### src/rtl/sle_pkg.sv
// ============================================================================
// sle_pkg - sprite line engine shared definitions
// Constants, command and register codes, and the compare unit result type.
// ============================================================================
package sle_pkg;

    localparam int MEM_DEPTH = 16384;
    localparam int MEM_AW    = $clog2(MEM_DEPTH);

    localparam int CMD_W      = 2;
    localparam int CFG_IDX_W  = 2;
    localparam int CFG_DATA_W = 7;
    localparam int COLOR_W    = 4;
    localparam int OVF_IDX_W  = 5;

    // item commands
    localparam logic [CMD_W-1:0] CMD_WRITE  = 2'd0;
    localparam logic [CMD_W-1:0] CMD_EVAL   = 2'd1;
    localparam logic [CMD_W-1:0] CMD_RENDER = 2'd2;

    // configuration register indexes
    localparam logic [CFG_IDX_W-1:0] CFG_LARGE     = 2'd0;
    localparam logic [CFG_IDX_W-1:0] CFG_ZOOM      = 2'd1;
    localparam logic [CFG_IDX_W-1:0] CFG_ATTR_BASE = 2'd2;
    localparam logic [CFG_IDX_W-1:0] CFG_PAT_BASE  = 2'd3;

    localparam logic [7:0] Y_END          = 8'hD0;  // end of attribute table
    localparam logic [7:0] EARLY_SHIFT    = 8'd32;
    localparam logic [7:0] PAT_LARGE_MASK = 8'hFC;

    typedef struct packed {
        logic       hit;   // a within [b, b + limit], no wrap on the top
        logic [7:0] diff;  // a - b, 8-bit wrap
    } t_span;

endpackage

### src/rtl/sle_span.sv
// ============================================================================
// sle_span - shared span compare unit
// Difference a - b and test of a against the range [b, b + limit].
// ============================================================================
module sle_span (
    input  logic [7:0]    i_a,
    input  logic [7:0]    i_b,
    input  logic [4:0]    i_limit,
    output sle_pkg::t_span o_res
);
    import sle_pkg::*;

    logic [8:0] top;

    // upper bound kept 9 bits wide so it does not wrap
    assign top         = {1'b0, i_b} + {4'b0, i_limit};
    assign o_res.diff  = i_a - i_b;
    assign o_res.hit   = (i_a >= i_b) && ({1'b0, i_a} <= top);
endmodule

### config.mk
export PLATFORM = sky130hd
export DESIGN_NAME = sle_span
export DESIGN_NICKNAME = d
export VERILOG_FILES = /design/src/rtl/sle_pkg.sv /design/src/rtl/sle_span.sv
export SDC_FILE = /design/constraint.sdc
export NUM_CORES = 1
export LEC_CHECK = 0
export ABC_AREA = 1
export BUFFER_PORTS_ARGS = -buffer_cell sky130_fd_sc_hd__buf_2
export CAP_MARGIN = 20
export CORE_MARGIN = 2
export CORE_UTILIZATION = 53
export DETAILED_ROUTE_END_ITERATION = 8
export PLACE_DENSITY_LB_ADDON = 0.12
export SLEW_MARGIN = 40
export SYNTH_ARGS = -nofsm -noshare
export SYNTH_HDL_FRONTEND = slang
export SYNTH_SLANG_ARGS = --single-unit
### constraint.sdc
create_clock -name vclk -period 4.18
set_clock_uncertainty 0.2 [all_clocks]
set_input_delay 0.836 -clock vclk [all_inputs]
set_output_delay 0.836 -clock vclk [all_outputs]
set_load 0.01 [all_outputs]
# After elaboration in Yosys (flattened, before gate mapping)
# Index checks and enable logic that the tools add are counted.
[totals]
regBits = 0
latch_bits = 0
ram_bits = 0
romBits = 0
out_inout_bits = 9
elab_cells = 5
mem_count = 0
[op_classes]
addsub = 2
mul = 0
div = 0
order_cmp = 2
eq_ne = 0
n_shift = 0
n_mux = 0
n_bitwise = 0
reduce_logical = 1
[ops]
columns = ["cell", "count"]
rows = [
  ["adder 8 x 5 -> 9 bit", 1],
  ["<= comparator 8 x 9 -> 1 bit", 1],
  ["greater-or-equal comparator 8 bit", 1],
  ["subtractor 8 bit", 1],
  ["logical AND 1 bit", 1],
]

# Logic depth before layout (Yosys ltp)
[depth]
ltp_word = 3
mapped_depth = 18
depth_no_buf = 18

# Worst setup path after synthesis
# OpenSTA, ideal clock, no wires.
[synth_path]
path_type = "input to output"
startpoint = "input port i_b[0]"
endpoint = "output port o_res[8] (netlist name)"
arrival_time_ns = 2.621
setup_slack_ns = 0.523
path_stages = 17
cell_sequence = "ha_1 > fa_1 > nand3_2 > nand2_1 > nand2_2 > a21oi_4 > xor2_1 > ha_1 > nand2_1 > inv_1 > nand2_1 > nand2_1 > nand2_1 > nand2_1 > nand3_2 > nand2_1 > inv_1"
[synth_lines]
columns = ["item", "line", "source"]
rows = [
  ["from (decl)", "sle_span.sv:7", "input logic [7:0] i_b,"],
  ["to (decl)", "sle_span.sv:9", "output sle_pkg::t_span o_res"],
]

==> impl_metrics.env <==
export IMPL_grtUsageMet3_pct=0.417
export IMPL_leakagePower_nw=0.612
export IMPL_cp_startpoint="i_b[0]"
export IMPL_synth_area_leaders="ha_1, inv_1, nand2_1"
export IMPL_syn_area_um2=823
export IMPL_cts_resized=0
export IMPL_tns_ns=0
export IMPL_num_clock_buffers=0
export IMPL_drc=0
export IMPL_layout_nets=199
export IMPL_dieArea_um2=1880
export IMPL_grt_pass1_wl_um=2970
export IMPL_post_route_cells_drive_above_1_share_pct=23.5
export IMPL_drv_cap=0
export IMPL_io_pins=30
export IMPL_nFillCells=149
export IMPL_syn_num_nets=167
export IMPL_detail_route_wl_per_cell_um=10.0
export IMPL_finalHoldViolations=0
export IMPL_synth_commonest_cells="inv_1, ha_1, nand2_1"
export IMPL_gp_congestion=0.813
export IMPL_synth_avg_cell_area_um2=6.69
export IMPL_antenna_cells=0
export IMPL_worst_slew_pin_slew_ns=0.369
export IMPL_worstHoldPathCells=4
export IMPL_ys_seq_area_share_pct=0
export IMPL_synthDistinctLibCells=21
export IMPL_synth_most_common_cell="inv_1"
export IMPL_ant_nets=0
export IMPL_gr_max_usage_layer="met2"
export IMPL_outcome="finished, final reports clean"
export IMPL_seq_area_um2=0
export IMPL_post_cts_setup_buffers=0
export IMPL_design_area_um2=993
export IMPL_crit_type="primary input to output pin"
export IMPL_grt_pass1_vias=729
export IMPL_core_area_um2=1490
export IMPL_portBuffers=30
export IMPL_dr_pass1_iters=4
export IMPL_rsz0062_at_grt="false"
export IMPL_totalWireLength_um=1700
export IMPL_num_rows=14
export IMPL_gr_usage_met1_pct=26.7
export IMPL_synth_top_cell_by_area="ha_1"
export IMPL_dp_hpwl_um=1610
export IMPL_vias=838
export IMPL_ir_worst_vdd_mv=0.0980
export IMPL_fin_crit_ns=4.00
export IMPL_hold_class="primary input to output pin"
export IMPL_arrival_ns=2.97
export IMPL_ys_warn_count=0
export IMPL_grt_max_degree=6
export IMPL_cp_endpoint="o_res[8]"
export IMPL_finish_utilization_pct=66.7
export IMPL_die_y_um=43.4
export IMPL_synth_cells=123
export IMPL_antenna_found_initial=0
export IMPL_cp_start_kind="primary input"
export IMPL_cts_hold_buf=0
export IMPL_endpoint_kind="output pin"
export IMPL_final_period_utilization_pct=95.8
export IMPL_gr_total_overflow=0
export IMPL_fmax_mhz=250
export IMPL_grtUsageMet2_pct=36.7
export IMPL_slew_viol_final=0
export IMPL_die_w_um=43.4
export IMPL_vias_per_cell=4.96
export IMPL_design_seq_count=0
export IMPL_synth_top_area_share_pct=31.9
export IMPL_syn2layout_area_growth_pct=20.7
export IMPL_start_util_pct=55.3
export IMPL_slew_headroom_pct=75.3
export IMPL_power_density_nw_per_um2=157
export IMPL_cp_required_ns=3.14
export IMPL_dpl_instance_area_um2=993
export IMPL_setup_viol_count_final=0
export IMPL_grt_use_total_pct=19.6
export IMPL_drtIter0Drc=12
export IMPL_cp_max_fo=2
cells by family (layout without fill, tap and decap cells):
logic type      after synthesis  count (layout)  share of synthesized area (%)
fa+ha+maj                    23              23                           36.8
buf+inv                      32              62                           14.6
compound gates               22              22                           16.9
simple gates                 35              35                           20.1
xor+xnor                     11              11                           11.7
placed cells by master (no fill, tap or decap):
master and n:
inv_1 32, buf_2 30, nand2_1 21, ha_1 21
xor2_1 7, a21oi_1 7, o21ai_0 4, xnor2_1 4
a31oi_1 3, nor2_1 3, nand3_1 3, nand4_1 3
nand3_2 3, o21ai_1 2, o21bai_1 2, fa_1 2
o31ai_1 1, a21oi_2 1, nand2_2 1, a21oi_4 1
nor3_1 1, o211ai_1 1
per-layer routing:
layer | share of wire, % | wire length, um | up-vias
li1 | - | - | 461
met2 | 49 | 834 | 16
met5 | 0 | 0 | -
met1 | 47 | 802 | 361
met4 | 0 | 0 | 0
met3 | 3.5 | 60 | 0
critical path, stage by stage:
cell	delay, ns
buf_2	0.11
ha_1	0.23
fa_1	0.42
nand3_2	0.10
nand2_1	0.07
nand2_2	0.09
a21oi_4	0.06
xor2_1	0.14
ha_1	0.29
nand2_1	0.06
inv_1	0.06
nand2_1	0.05
nand2_1	0.05
nand2_1	0.05
nand2_1	0.06
nand3_2	0.06
nand2_1	0.06
inv_1	0.04
buf_2	0.13
where the power goes:
group	internal [mW]	leakage (nW)	switching, mW
logic	0.0682	0.612	0.0876
clock network	0	0	0
registers	0	0	0
total	0.0682	0.612	0.0876
layout make-up:
cell class                      instances  area (um2)  area share (%)
Tap cell                               16        20.0            2.02
Inverter                               32         120            12.1
Timing Repair Buffer                   30         150            15.1
Multi-Input combinational cell         91         703            70.8
metrics by stage:
stage	worst slack, ns	instances	power [mW]	hold WS, ns
6_report	0.177	169	0.156	1.87
5_1_grt	0.00742	169	0.180	1.92
4_1_cts	0.165	169	0.157	1.87
3_5_place_dp	0.171	169	0.157	1.87
3_3_place_gp	0.250	169	0.152	1.87
2_1_floorplan	0.523	123	0.109	1.64
how the worst min path moves through the flow:
stage | start | endpoint | slack [ns]
after floorplan | i_b[0] | o_res[0] | 1.64
after global placement | i_b[0] | o_res[0] | 1.87
after detailed placement | i_b[0] | o_res[0] | 1.87
after CTS | i_b[0] | o_res[0] | 1.87
after global routing | i_b[0] | o_res[0] | 1.92
final | i_b[0] | o_res[0] | 1.87
(Power assumes the default switching activity.)
